===== src/hdl/onenc_pkg.sv =====
// shared constants for the octahedral normal encoder
// no dependencies; imported by the front end and the top level
`default_nettype none

package onenc_pkg;

   // register stages ahead of the divider: magnitude, fold, numerator
   localparam int FRONT_STAGES = 3;

endpackage

`default_nettype wire


===== src/hdl/onenc_ifs.sv =====
// valid/ready channel interfaces for the octahedral normal encoder
// request carries the direction vector, response the two unorm coordinates
`default_nettype none

interface onenc_req_if #(
   parameter int IN_BITS = 16
);
   logic                      valid;
   logic                      ready;
   logic signed [IN_BITS-1:0] vec_x;
   logic signed [IN_BITS-1:0] vec_y;
   logic signed [IN_BITS-1:0] vec_z;

   modport source (output valid, output vec_x, output vec_y, output vec_z, input ready);
   modport sink   (input valid, input vec_x, input vec_y, input vec_z, output ready);
endinterface

interface onenc_rsp_if #(
   parameter int OUT_BITS = 16
);
   logic                valid;
   logic                ready;
   logic [OUT_BITS-1:0] oct_u;
   logic [OUT_BITS-1:0] oct_v;

   modport source (output valid, output oct_u, output oct_v, input ready);
   modport sink   (input valid, input oct_u, input oct_v, output ready);
endinterface

`default_nettype wire


===== src/hdl/octahedral_normal_encode_core.sv =====
// octahedral normal encoder
//
// request channel (req_chan): one direction vector vec_x/vec_y/vec_z, signed
// fixed point, IN_BITS wide. response channel (rsp_chan): oct_u/oct_v, unorm
// OUT_BITS wide, one response per request, in request order. a zero vector
// encodes as all ones on both coordinates. any nonzero length is accepted.
//
// three stages for norm, fold and numerator, then one divider stage per quotient
// bit. throughput is one request per clock while the receiver does not stall.
//
// valid bits travel with the data through every stage. when the receiver
// stalls, the last stage holds its response and earlier stages keep filling
// until the pipeline is full, so req ready drops only when all stages hold data.
// reset (synchronous) clears every valid bit; no response is pending after it.
`default_nettype none

module octahedral_normal_encode_core import onenc_pkg::*; #(
   parameter int IN_BITS  = 16,
   parameter int OUT_BITS = 16
) (
   input wire logic   clock,
   input wire logic   reset,
   onenc_req_if.sink  req_chan,
   onenc_rsp_if.source rsp_chan
);

   localparam int N_W     = IN_BITS + OUT_BITS + 2;
   localparam int D_W     = IN_BITS + 2;
   localparam int LATENCY = FRONT_STAGES + OUT_BITS;
   localparam int CNT_W   = $clog2(LATENCY + 2);

   logic           front_valid, front_ready;
   logic [N_W-1:0] num_u, num_v;
   logic [D_W-1:0] den;
   logic [CNT_W-1:0] cnt_ff, cnt_in;

   onenc_front #(
      .IN_BITS  (IN_BITS),
      .OUT_BITS (OUT_BITS)
   ) u_front (
      .clock     (clock),
      .reset     (reset),
      .in_valid  (req_chan.valid),
      .in_ready  (req_chan.ready),
      .vec_x     (req_chan.vec_x),
      .vec_y     (req_chan.vec_y),
      .vec_z     (req_chan.vec_z),
      .out_valid (front_valid),
      .out_ready (front_ready),
      .num_u     (num_u),
      .num_v     (num_v),
      .den       (den)
   );

   onenc_div #(
      .IN_BITS  (IN_BITS),
      .OUT_BITS (OUT_BITS)
   ) u_div (
      .clock     (clock),
      .reset     (reset),
      .in_valid  (front_valid),
      .in_ready  (front_ready),
      .num_u     (num_u),
      .num_v     (num_v),
      .den       (den),
      .out_valid (rsp_chan.valid),
      .out_ready (rsp_chan.ready),
      .quo_u     (rsp_chan.oct_u),
      .quo_v     (rsp_chan.oct_v)
   );

   // requests in flight
   assign cnt_in = cnt_ff + CNT_W'(req_chan.valid && req_chan.ready)
                          - CNT_W'(rsp_chan.valid && rsp_chan.ready);

   always_ff @(posedge clock) begin
      if (reset) begin
         cnt_ff <= '0;
      end else begin
         cnt_ff <= cnt_in;
      end
   end

`ifndef SYNTHESIS
   a_stall_only_from_rsp: assert property (@(posedge clock) disable iff (reset)
      !req_chan.ready |-> rsp_chan.valid && !rsp_chan.ready)
      else $error("request side stalled without response backpressure");

   a_num_u_range: assert property (@(posedge clock) disable iff (reset)
      front_valid |-> (num_u[N_W-1:OUT_BITS] < den) || (den == '0 && num_u == '0))
      else $error("u numerator out of divider range");

   a_num_v_range: assert property (@(posedge clock) disable iff (reset)
      front_valid |-> (num_v[N_W-1:OUT_BITS] < den) || (den == '0 && num_v == '0))
      else $error("v numerator out of divider range");

   a_occupancy: assert property (@(posedge clock) disable iff (reset)
      (cnt_ff <= CNT_W'(LATENCY)) && (!rsp_chan.valid || cnt_ff != '0))
      else $error("pipeline occupancy inconsistent with handshakes");
`endif

endmodule

`default_nettype wire


===== src/hdl/onenc_front.sv =====
// front end: magnitudes and l1 norm, hemisphere fold, divider numerator
// uses onenc_pkg for its stage count; feeds onenc_div
`default_nettype none

module onenc_front import onenc_pkg::*; #(
   parameter int IN_BITS  = 16,
   parameter int OUT_BITS = 16
) (
   input  wire logic                           clock,
   input  wire logic                           reset,
   input  wire logic                           in_valid,
   output      logic                           in_ready,
   input  wire logic signed [IN_BITS-1:0]      vec_x,
   input  wire logic signed [IN_BITS-1:0]      vec_y,
   input  wire logic signed [IN_BITS-1:0]      vec_z,
   output      logic                           out_valid,
   input  wire logic                           out_ready,
   output      logic [IN_BITS+OUT_BITS+1:0]    num_u,
   output      logic [IN_BITS+OUT_BITS+1:0]    num_v,
   output      logic [IN_BITS+1:0]             den
);

   localparam int M_W = IN_BITS + 1;
   localparam int P_W = IN_BITS + 2;
   localparam int N_W = IN_BITS + OUT_BITS + 2;

   logic                v_ff [FRONT_STAGES];
   logic [FRONT_STAGES:0] rdy;

   // stage 1: magnitudes, norm, signs
   logic [IN_BITS-1:0] ax_in, ay_in, az_in, ax_ff, ay_ff;
   logic [M_W-1:0]     m1_in, m1_ff;
   logic               sx_ff, sy_ff, zpos_in, zpos_ff;

   // stage 2: p = m + a, in [0, 2m]
   logic [P_W-1:0]     pu_in, pv_in, pu_ff, pv_ff;
   logic [M_W-1:0]     m2_ff;

   // stage 3: numerator (2^n - 1) * p + m and divisor 2m
   logic [N_W-1:0]     nu_in, nv_in, nu_ff, nv_ff;
   logic [P_W-1:0]     den_in, den_ff;

   assign rdy[FRONT_STAGES] = out_ready;
   for (genvar j = 0; j < FRONT_STAGES; j++) begin : g_rdy
      assign rdy[j] = !v_ff[j] || rdy[j+1];
   end
   assign in_ready = rdy[0];

   always_comb begin
      ax_in   = vec_x[IN_BITS-1] ? IN_BITS'(~vec_x + 1'b1) : IN_BITS'(vec_x);
      ay_in   = vec_y[IN_BITS-1] ? IN_BITS'(~vec_y + 1'b1) : IN_BITS'(vec_y);
      az_in   = vec_z[IN_BITS-1] ? IN_BITS'(~vec_z + 1'b1) : IN_BITS'(vec_z);
      m1_in   = M_W'(ax_in) + M_W'(ay_in) + M_W'(az_in);
      zpos_in = !vec_z[IN_BITS-1] && (vec_z != '0);
   end

   always_comb begin
      // upper hemisphere projects straight down, lower one folds over the diagonals
      if (zpos_ff) begin
         pu_in = sx_ff ? P_W'(m1_ff) - P_W'(ax_ff) : P_W'(m1_ff) + P_W'(ax_ff);
         pv_in = sy_ff ? P_W'(m1_ff) - P_W'(ay_ff) : P_W'(m1_ff) + P_W'(ay_ff);
      end else begin
         pu_in = sx_ff ? P_W'(ay_ff) : {m1_ff, 1'b0} - P_W'(ay_ff);
         pv_in = sy_ff ? P_W'(ax_ff) : {m1_ff, 1'b0} - P_W'(ax_ff);
      end
   end

   always_comb begin
      nu_in  = {pu_ff, {OUT_BITS{1'b0}}} - N_W'(pu_ff) + N_W'(m2_ff);
      nv_in  = {pv_ff, {OUT_BITS{1'b0}}} - N_W'(pv_ff) + N_W'(m2_ff);
      den_in = {m2_ff, 1'b0};
   end

   always_ff @(posedge clock) begin
      if (reset) begin
         v_ff[0] <= 1'b0;
         v_ff[1] <= 1'b0;
         v_ff[2] <= 1'b0;
      end else begin
         if (rdy[0]) v_ff[0] <= in_valid;
         if (rdy[1]) v_ff[1] <= v_ff[0];
         if (rdy[2]) v_ff[2] <= v_ff[1];
      end
   end

   always_ff @(posedge clock) begin
      if (rdy[0] && in_valid) begin
         ax_ff   <= ax_in;
         ay_ff   <= ay_in;
         m1_ff   <= m1_in;
         sx_ff   <= vec_x[IN_BITS-1];
         sy_ff   <= vec_y[IN_BITS-1];
         zpos_ff <= zpos_in;
      end
      if (rdy[1] && v_ff[0]) begin
         pu_ff <= pu_in;
         pv_ff <= pv_in;
         m2_ff <= m1_ff;
      end
      if (rdy[2] && v_ff[1]) begin
         nu_ff  <= nu_in;
         nv_ff  <= nv_in;
         den_ff <= den_in;
      end
   end

   assign out_valid = v_ff[FRONT_STAGES-1];
   assign num_u     = nu_ff;
   assign num_v     = nv_ff;
   assign den       = den_ff;

endmodule

`default_nettype wire


===== src/hdl/onenc_div.sv =====
// pipelined restoring divider, one quotient bit per stage for both coordinates
// standalone; takes numerator and divisor from onenc_front
`default_nettype none

module onenc_div #(
   parameter int IN_BITS  = 16,
   parameter int OUT_BITS = 16
) (
   input  wire logic                        clock,
   input  wire logic                        reset,
   input  wire logic                        in_valid,
   output      logic                        in_ready,
   input  wire logic [IN_BITS+OUT_BITS+1:0] num_u,
   input  wire logic [IN_BITS+OUT_BITS+1:0] num_v,
   input  wire logic [IN_BITS+1:0]          den,
   output      logic                        out_valid,
   input  wire logic                        out_ready,
   output      logic [OUT_BITS-1:0]         quo_u,
   output      logic [OUT_BITS-1:0]         quo_v
);

   localparam int D_W = IN_BITS + 2;
   localparam int Q   = OUT_BITS;
   localparam int N_W = IN_BITS + OUT_BITS + 2;

   logic            v_ff  [Q];
   logic [Q:0]      rdy;
   logic [D_W-1:0]  ru_ff [Q];
   logic [D_W-1:0]  rv_ff [Q];
   logic [D_W-1:0]  d_ff  [Q];
   // low numerator bits shift out the top while quotient bits shift in below
   logic [Q-1:0]    wu_ff [Q];
   logic [Q-1:0]    wv_ff [Q];

   assign rdy[Q]   = out_ready;
   assign in_ready = rdy[0];

   for (genvar j = 0; j < Q; j++) begin : g_stage
      logic           pv;
      logic [D_W-1:0] ru_prev, rv_prev, d_prev;
      logic [Q-1:0]   wu_prev, wv_prev;
      logic [D_W:0]   tu, tv;
      logic           geu, gev;
      logic [D_W-1:0] ru_in, rv_in;
      logic [Q-1:0]   wu_in, wv_in;

      if (j == 0) begin : g_first
         assign pv      = in_valid;
         assign ru_prev = num_u[N_W-1:Q];
         assign rv_prev = num_v[N_W-1:Q];
         assign wu_prev = num_u[Q-1:0];
         assign wv_prev = num_v[Q-1:0];
         assign d_prev  = den;
      end else begin : g_next
         assign pv      = v_ff[j-1];
         assign ru_prev = ru_ff[j-1];
         assign rv_prev = rv_ff[j-1];
         assign wu_prev = wu_ff[j-1];
         assign wv_prev = wv_ff[j-1];
         assign d_prev  = d_ff[j-1];
      end

      assign rdy[j] = !v_ff[j] || rdy[j+1];

      // a zero divisor only comes with a zero numerator and yields all ones
      always_comb begin
         tu    = {ru_prev, wu_prev[Q-1]};
         tv    = {rv_prev, wv_prev[Q-1]};
         geu   = tu >= {1'b0, d_prev};
         gev   = tv >= {1'b0, d_prev};
         ru_in = geu ? D_W'(tu - {1'b0, d_prev}) : tu[D_W-1:0];
         rv_in = gev ? D_W'(tv - {1'b0, d_prev}) : tv[D_W-1:0];
         wu_in = {wu_prev[Q-2:0], geu};
         wv_in = {wv_prev[Q-2:0], gev};
      end

      always_ff @(posedge clock) begin
         if (reset) begin
            v_ff[j] <= 1'b0;
         end else if (rdy[j]) begin
            v_ff[j] <= pv;
         end
      end

      always_ff @(posedge clock) begin
         if (rdy[j] && pv) begin
            ru_ff[j] <= ru_in;
            rv_ff[j] <= rv_in;
            wu_ff[j] <= wu_in;
            wv_ff[j] <= wv_in;
            d_ff[j]  <= d_prev;
         end
      end
   end

   assign out_valid = v_ff[Q-1];
   assign quo_u     = wu_ff[Q-1];
   assign quo_v     = wv_ff[Q-1];

endmodule

`default_nettype wire


===== src/flat_wrapper.sv =====
// flat-port wrapper written by rule: the top's interface ports become plain ports
module octahedral_normal_encode_core_flat import onenc_pkg::*;
#(
   parameter int IN_BITS  = 16,
   parameter int OUT_BITS = 16
)
  (clock, reset, req_chan_valid, req_chan_vec_x, req_chan_vec_y, req_chan_vec_z, req_chan_ready, rsp_chan_valid, rsp_chan_oct_u, rsp_chan_oct_v, rsp_chan_ready);
  onenc_req_if #(.IN_BITS(IN_BITS)) req_chan_i ();
  onenc_rsp_if #(.OUT_BITS(OUT_BITS)) rsp_chan_i ();
  input wire logic clock;
  input wire logic reset;
  input wire logic [$bits(req_chan_i.valid)-1:0] req_chan_valid;
  input wire logic [$bits(req_chan_i.vec_x)-1:0] req_chan_vec_x;
  input wire logic [$bits(req_chan_i.vec_y)-1:0] req_chan_vec_y;
  input wire logic [$bits(req_chan_i.vec_z)-1:0] req_chan_vec_z;
  output wire logic [$bits(req_chan_i.ready)-1:0] req_chan_ready;
  output wire logic [$bits(rsp_chan_i.valid)-1:0] rsp_chan_valid;
  output wire logic [$bits(rsp_chan_i.oct_u)-1:0] rsp_chan_oct_u;
  output wire logic [$bits(rsp_chan_i.oct_v)-1:0] rsp_chan_oct_v;
  input wire logic [$bits(rsp_chan_i.ready)-1:0] rsp_chan_ready;
  assign req_chan_i.valid = req_chan_valid;
  assign req_chan_i.vec_x = req_chan_vec_x;
  assign req_chan_i.vec_y = req_chan_vec_y;
  assign req_chan_i.vec_z = req_chan_vec_z;
  assign req_chan_ready = req_chan_i.ready;
  assign rsp_chan_valid = rsp_chan_i.valid;
  assign rsp_chan_oct_u = rsp_chan_i.oct_u;
  assign rsp_chan_oct_v = rsp_chan_i.oct_v;
  assign rsp_chan_i.ready = rsp_chan_ready;
  octahedral_normal_encode_core #(.IN_BITS(IN_BITS), .OUT_BITS(OUT_BITS)) u_core (.clock(clock), .reset(reset), .req_chan(req_chan_i), .rsp_chan(rsp_chan_i));
endmodule

===== config.mk =====
export PLATFORM = sky130hd
export DESIGN_NAME = octahedral_normal_encode_core_flat
export DESIGN_NICKNAME = d
export VERILOG_FILES = /design/src/hdl/onenc_pkg.sv /design/src/hdl/onenc_ifs.sv /design/src/hdl/octahedral_normal_encode_core.sv /design/src/hdl/onenc_front.sv /design/src/hdl/onenc_div.sv /design/src/flat_wrapper.sv
export SDC_FILE = /design/constraint.sdc
export NUM_CORES = 2
export LEC_CHECK = 0
export BUFFER_PORTS_ARGS = -buffer_cell sky130_fd_sc_hd__buf_2
export CAP_MARGIN = 20
export CORE_ASPECT_RATIO = 1.5
export CORE_MARGIN = 3
export CORE_UTILIZATION = 61
export DETAILED_ROUTE_END_ITERATION = 8
export GPL_ROUTABILITY_DRIVEN = 0
export PLACE_DENSITY = 0.81
export RECOVER_POWER = 100
export SLEW_MARGIN = 20
export SYNTH_ARGS = -nofsm -noshare
export SYNTH_HDL_FRONTEND = slang
export SYNTH_SLANG_ARGS = --single-unit

===== constraint.sdc =====
create_clock -name clock -period 12.12 [get_ports clock]
set_clock_uncertainty 0.05 [all_clocks]
set_input_delay 2.424 -clock clock [delete_from_list [all_inputs] [get_ports clock]]
set_output_delay 2.424 -clock clock [all_outputs]
set_load 0.01 [all_outputs]

# Yosys cells after proc, flatten, opt, wreduce, memory -nomap -nowiden
# Memories as Yosys holds them, arrays and structs flattened.
# Cells that the tools add are included.
[op_classes] n_addsub=47 order_cmp=32 muxes=151 bitwise=22 n_reduce_logical=60
[op_table] op="$mux 18" n=38
[op_table] op="$ge 19x18->1" n=32
[op_table] op="$sub 18x18->18" n=32
[op_table] op="$mux 1" n=110
[op_table] op="$add 34x17->34" n=2
[op_table] op="$sub 34x18->34" n=2
[op_table] op="$add 16x1->16 const B" n=3
[op_table] op="$mux 16" n=3
[op_table] op="$not 16->16" n=3
[op_table] op="$add 17x16->18" n=2
[op_table] op="$sub 17x16->18" n=2
[op_table] op="$sub 18x16->18" n=2
[op_table] op="$logic_and 1x1->1" n=20
[op_table] op="$logic_not 1->1" n=20
[op_table] op="$logic_or 1x1->1" n=19
[op_table] op="$or 1x1->1" n=19
[op_table] op="$add 16x16->17" n=1
[op_table] op="$add 17x16->17" n=1
[op_table] op="$reduce_bool 16->1" n=1
[word_totals] reg_bits=190 ramBits=1395 input_bits=52 out_inout_bits=34 wordCells=331 memories=7
[mem_list] name="u_core.u_div.d_ff" words=16 word_bits=18 read_ports=15 rd_clocked_by_memory_dff=0 write_ports=16 line="onenc_div.sv:30" text="logic [D_W-1:0] d_ff [Q];"
[mem_list] name="u_core.u_div.ru_ff" words=16 word_bits=18 read_ports=15 rd_clocked_by_memory_dff=0 write_ports=16 line="onenc_div.sv:28" text="logic [D_W-1:0] ru_ff [Q];"
[mem_list] name="u_core.u_div.rv_ff" words=16 word_bits=18 read_ports=15 rd_clocked_by_memory_dff=0 write_ports=16 line="onenc_div.sv:29" text="logic [D_W-1:0] rv_ff [Q];"
[mem_list] name="u_core.u_div.wu_ff" words=16 word_bits=16 read_ports=16 rd_clocked_by_memory_dff=0 write_ports=16 line="onenc_div.sv:32" text="logic [Q-1:0] wu_ff [Q];"
[mem_list] name="u_core.u_div.wv_ff" words=16 word_bits=16 read_ports=16 rd_clocked_by_memory_dff=0 write_ports=16 line="onenc_div.sv:33" text="logic [Q-1:0] wv_ff [Q];"
[mem_list] name="u_core.u_div.v_ff" words=16 word_bits=1 read_ports=16 rd_clocked_by_memory_dff=0 write_ports=16 line="onenc_div.sv:26" text="logic v_ff [Q];"
[mem_list] name="+1 memories"

# Logic depth before layout (Yosys ltp)
# An unclocked memory read counts as a cell.
[logic_depth] word_depth=25 depth_mapped=17 mapped_depth_nobuf=17

# By module
# From an unflattened synthesis, not the netlist that was laid out.
[unflattened] hier_cells=7789 area_unflattened_um2=89303.1
[modules_own_cells] module="onenc_div" n_inst=1 cells_per_inst=6056 area_each_um2=72832.4 seq_area_each_um2=40178.5
[modules_own_cells] module="onenc_front" n_inst=1 cells_per_inst=1733 area_each_um2=16470.8 seq_area_each_um2=5795.6

# Worst setup path after synthesis
# Ideal clock, no wire load.
[synth_timing] path_type="input to register" start="in rsp_chan_ready" end="mem u_core.u_div.d_ff[0][37] (netlist bit) (enable)" setup_time_ns=0.660 arrival_ns=9.530 required_ns=11.410 path_slack_ns=1.880 stages=7 n_path_buf=1 cell_sequence="and4b_1 and3_1 nand2_1 nor3_1 and2_1 buf_2 a21boi_0"
[synth_lines] element="start: declaration" line="flat_wrapper.sv:20" text="input wire logic [$bits(rsp_chan_i.ready)-1:0] rsp_chan_ready;"
[synth_lines] element="end: declaration" line="onenc_div.sv:30"

==> out/metrics.cfg <==
[cells_and_area]
most-common-layout-cells = edfxtp_1 (1516), ha_1 (726), inv_1 (624), nor2_1 (471), a21oi_1 (417)
fin_util_pct = 66.1
most_common_cell_after_layout_fill_and_taps_aside = edfxtp_1
number_of_filler_instances_in_the_final_layout = 9998
synthToLayoutAreaGrowth_pct = 7.33
drive_gt1_share_pct = 7.23
final_net_count = 8075

[synthesis]
combinational_family_with_the_most_area_after_synthesis = compound AO/OA/AOI/OAI gates
synth_simple_gate_area_share_pct = 8.89
synth.yosys.seq_area_share_pct = 52.7
synth_xor_area_share_pct = 5.36
synth.distinct_cells = 86
synth_compound_area_share_pct = 11.9
post_synth_edffs = 1516
yosys-mux-area-fraction_pct = 5.74
postSynthRegisterBits = 1516
syn_avg_cell_area_um2 = 12.2
synthesis.nets = 7898
yosys_warnings = 0
syn-instance-count = 7065
yosys.area_share.adder_pct = 11.8
asr_flop_ratio_synth_pct = 0
synth-main-ff-cell = edfxtp_1
mappedNetlistArea_um2 = 86300

[setup_path]
timing.rr.end = u_core.u_div.wu_ff[0][39]$_DFFE_PP_
worst_path_largest_cell_delay_ns = 2.49
timing.critical_path.slowest_stage_cell = clkbuf_1
critPathMaxFanout = 67
worst-path-buf-inv = 2
required_ns = 12.40
setup.reg_to_reg.worst_slack_ns = 5.39
timing.critical_path.cells = buf_2, and4b_1, and3_1, nand2_1, nor3_1, and2_0, a21boi_0, clkbuf_1
cp_data_arrival_time_ns = 8.29
r2r_start = u_core.u_div.v_ff[1][6]$_DFFE_PP_
cp_top_family = buffers and inverters
start_kind = primary input
worstSetupEndpointType = flop
setup.worst_path.class = in2reg
r2r_cells = 7

[timing]
timing.fmax_mhz = 125
post-route-period-util_pct = 66.1
finalSetupViolations = 0
timing.hold.ws_ns = 0.361
finalSetupTns_ns = 0
unrepaired_setup_endpoints_after_global_routing = false
maxSlewHeadroom_pct = -200
final_hold_viol_count = 0
slew_viol_final = 1613
period_needed_ns = 8.01
max_slew.worst_pin.slew_ns = 4.49

[global_routing]
grt_antenna_before_repair = 19
grt_start_max_net_pins = 87
grt-ovfl-total = 0
global_route.usage.total_pct = 32.0
wire_length_of_the_first_global_routing_pass_um = 349000
grt_pass1_vias = 61345

[routing]
post-route-drc-count = 0
totalWireLength_um = 234000
number_of_search_and_repair_iterations_in_the_first_detailed_routing_pass = 7
drtAntennaViolNets = 0
drt_iter0_drc = 3952
num_vias = 58649
wl_per_cell_um = 25.3
route.detailed.vias_per_inst = 6.35

[clock_tree]
cts-root-buf = clkbuf_16
worst_skew_pair.late_latency_ns = 0.81
tritoncts_buffer_count = 144
worst_setup_hold_path_clk_slew_ns = 0.06
cts.sink_count = 1516
clk_path_buf_depth = 3
cts.repair.resized = 0
post_cts_buffers = 0
cts_tree = yes
hold_buffers = 0
cts.htree.levels = 4

[place]
portBuffers = 85
post-dp-hpwl_um = 180000

[floorplanning]
pin_count = 86
die_w_um = 313
std_cell_rows = 168
design.die.area_um2 = 146000
placeableCoreArea_um2 = 140000
die_height_um = 467
initial_utilization_pct = 61.6

[hold_path]
worst_hold_path.endpoint = u_core.u_div.wu_ff[0][29]$_DFFE_PP_
worst_hold_path_type = reg2reg
worst_hold_path.num_cells = 0
holdCritStartpoint = u_core.u_div.wu_ff[0][12]$_DFFE_PP_

[power]
pnr_total_power_uw = 13100
netSwitchingFraction_pct = 28.0
pwr-share-clk_pct = 34.5
p_switching_uw = 3680
power_per_cell_area_nw_per_um2 = 142
ir_drop_mv = 0.158
p_seq_share_pct = 46.9
cellInternalPower_uw = 9450
leakage_uw = 0.0355
power_frac_comb_pct = 18.7

[status]
run_status = finished, violations left
violations = capacitance limit, slew limit

[run]
cap_viol_max_count = 35

==> through the flow <==
step           setup slack, ns  area, um2  instances
6_report                  4.11      92600       9235
5_1_grt                   3.59      92600       9228
4_1_cts                   3.95      93500       9224
3_5_place_dp              3.96      88800       8963
3_3_place_gp              4.07      88800       8963
2_1_floorplan             1.88      86300       7065
==> power groups by stage <==
| stage | Clock, uW | Combinational (uW) | Sequential (uW) |
|---|---|---|---|
| after floorplan | 0 | 1760 | 6130 |
| final | 4530 | 2450 | 6150 |
| after global routing | 4780 | 2650 | 6150 |
| after CTS | 4570 | 2400 | 6140 |
| after detailed placement | 0 | 2370 | 6250 |
| after global placement | 0 | 2290 | 6250 |
==> final cells by class <==
type / count / area (um2) / area share, %
Antenna cell: 8 / 20.0 / 0.0216
Clock buffer: 166 / 3690 / 3.98
Clock inverter: 95 / 1030 / 1.11
Inverter: 625 / 2350 / 2.53
Multi-Input combinational cell: 4827 / 37100 / 40.1
Sequential cell: 1516 / 45500 / 49.1
Tap cell: 1870 / 2340 / 2.53
Timing Repair Buffer: 128 / 582 / 0.628
==> metal layers <==
metal | GRT usage (%) | part of all wire, %
met1 | 23.5 | 27
met2 | 59.2 | 53
met3 | 8.48 | 5.6
met4 | 39.1 | 15
met5 | 0 | 0.047
==> flip-flops by register name, summed over array words and instances (netlist names), 3 cells and up <==
name	cells
u_core.u_front.v_ff	3
u_core.u_div.wv_ff	256
u_core.u_front.den	17
u_core.u_div.v_ff	16
u_core.u_front.ax_ff	16
u_core.u_front.pv_ff	18
u_core.u_div.ru_ff	270
u_core.u_div.wu_ff	256
u_core.u_front.num_u	34
u_core.u_front.m2_ff	17
u_core.u_div.d_ff	255
u_core.u_div.rv_ff	270
u_core.u_front.m1_ff	17
u_core.u_front.ay_ff	16
u_core.u_front.num_v	34
u_core.u_front.pu_ff	18
==> worst max-delay path by stage <==
stage,from,endpoint,slack [ns],cells after the start
5_1_grt,rsp_chan_ready,u_core.u_div.ru_ff[0][36]$_DFFE_PP_,3.59,8
6_report,rsp_chan_ready,u_core.u_div.wu_ff[0][39]$_DFFE_PP_,4.11,8
3_3_place_gp,rsp_chan_ready,req_chan_ready,4.07,9
4_1_cts,rsp_chan_ready,req_chan_ready,3.95,9
3_5_place_dp,rsp_chan_ready,req_chan_ready,3.96,9
2_1_floorplan,rsp_chan_ready,u_core.u_div.d_ff[0][37]$_DFFE_PP_,1.88,7
==> Yosys cell counts (144+ instances only) <==
| library cell | count | area [um2] |
|---|---|---|
| edfxtp_1 | 1516 | 45500 |
| ha_1 | 726 | 9080 |
| inv_1 | 624 | 2340 |
| nor2_1 | 472 | 1770 |
| a21oi_1 | 417 | 2090 |
| xnor2_1 | 355 | 3110 |
| o21ai_0 | 322 | 1610 |
| nand2_1 | 312 | 1170 |
| mux2_2 | 231 | 2600 |
| xor2_1 | 173 | 1520 |
| a21o_1 | 150 | 1130 |
| nor3_1 | 144 | 721 |
==> worst register-to-register path, delay by kind of cell (launching register included) <==
family                 cells  cell delay, ns
AOI/OAI and AO/OA          1            2.04
buffers and inverters      1            2.50
and+or+nand+nor            5            1.17
DFF                        1            0.40
==> cells by family after synthesis <==
family,after synthesis
buffers and inverters,722
AOI/OAI and AO/OA,1560
muxes,406
DFF,1516
xor gates and xnor gates,528
adders and majority gates,781
and+or+nand+nor,1552
No activity file was read; power rests on OpenSTA's default activity.
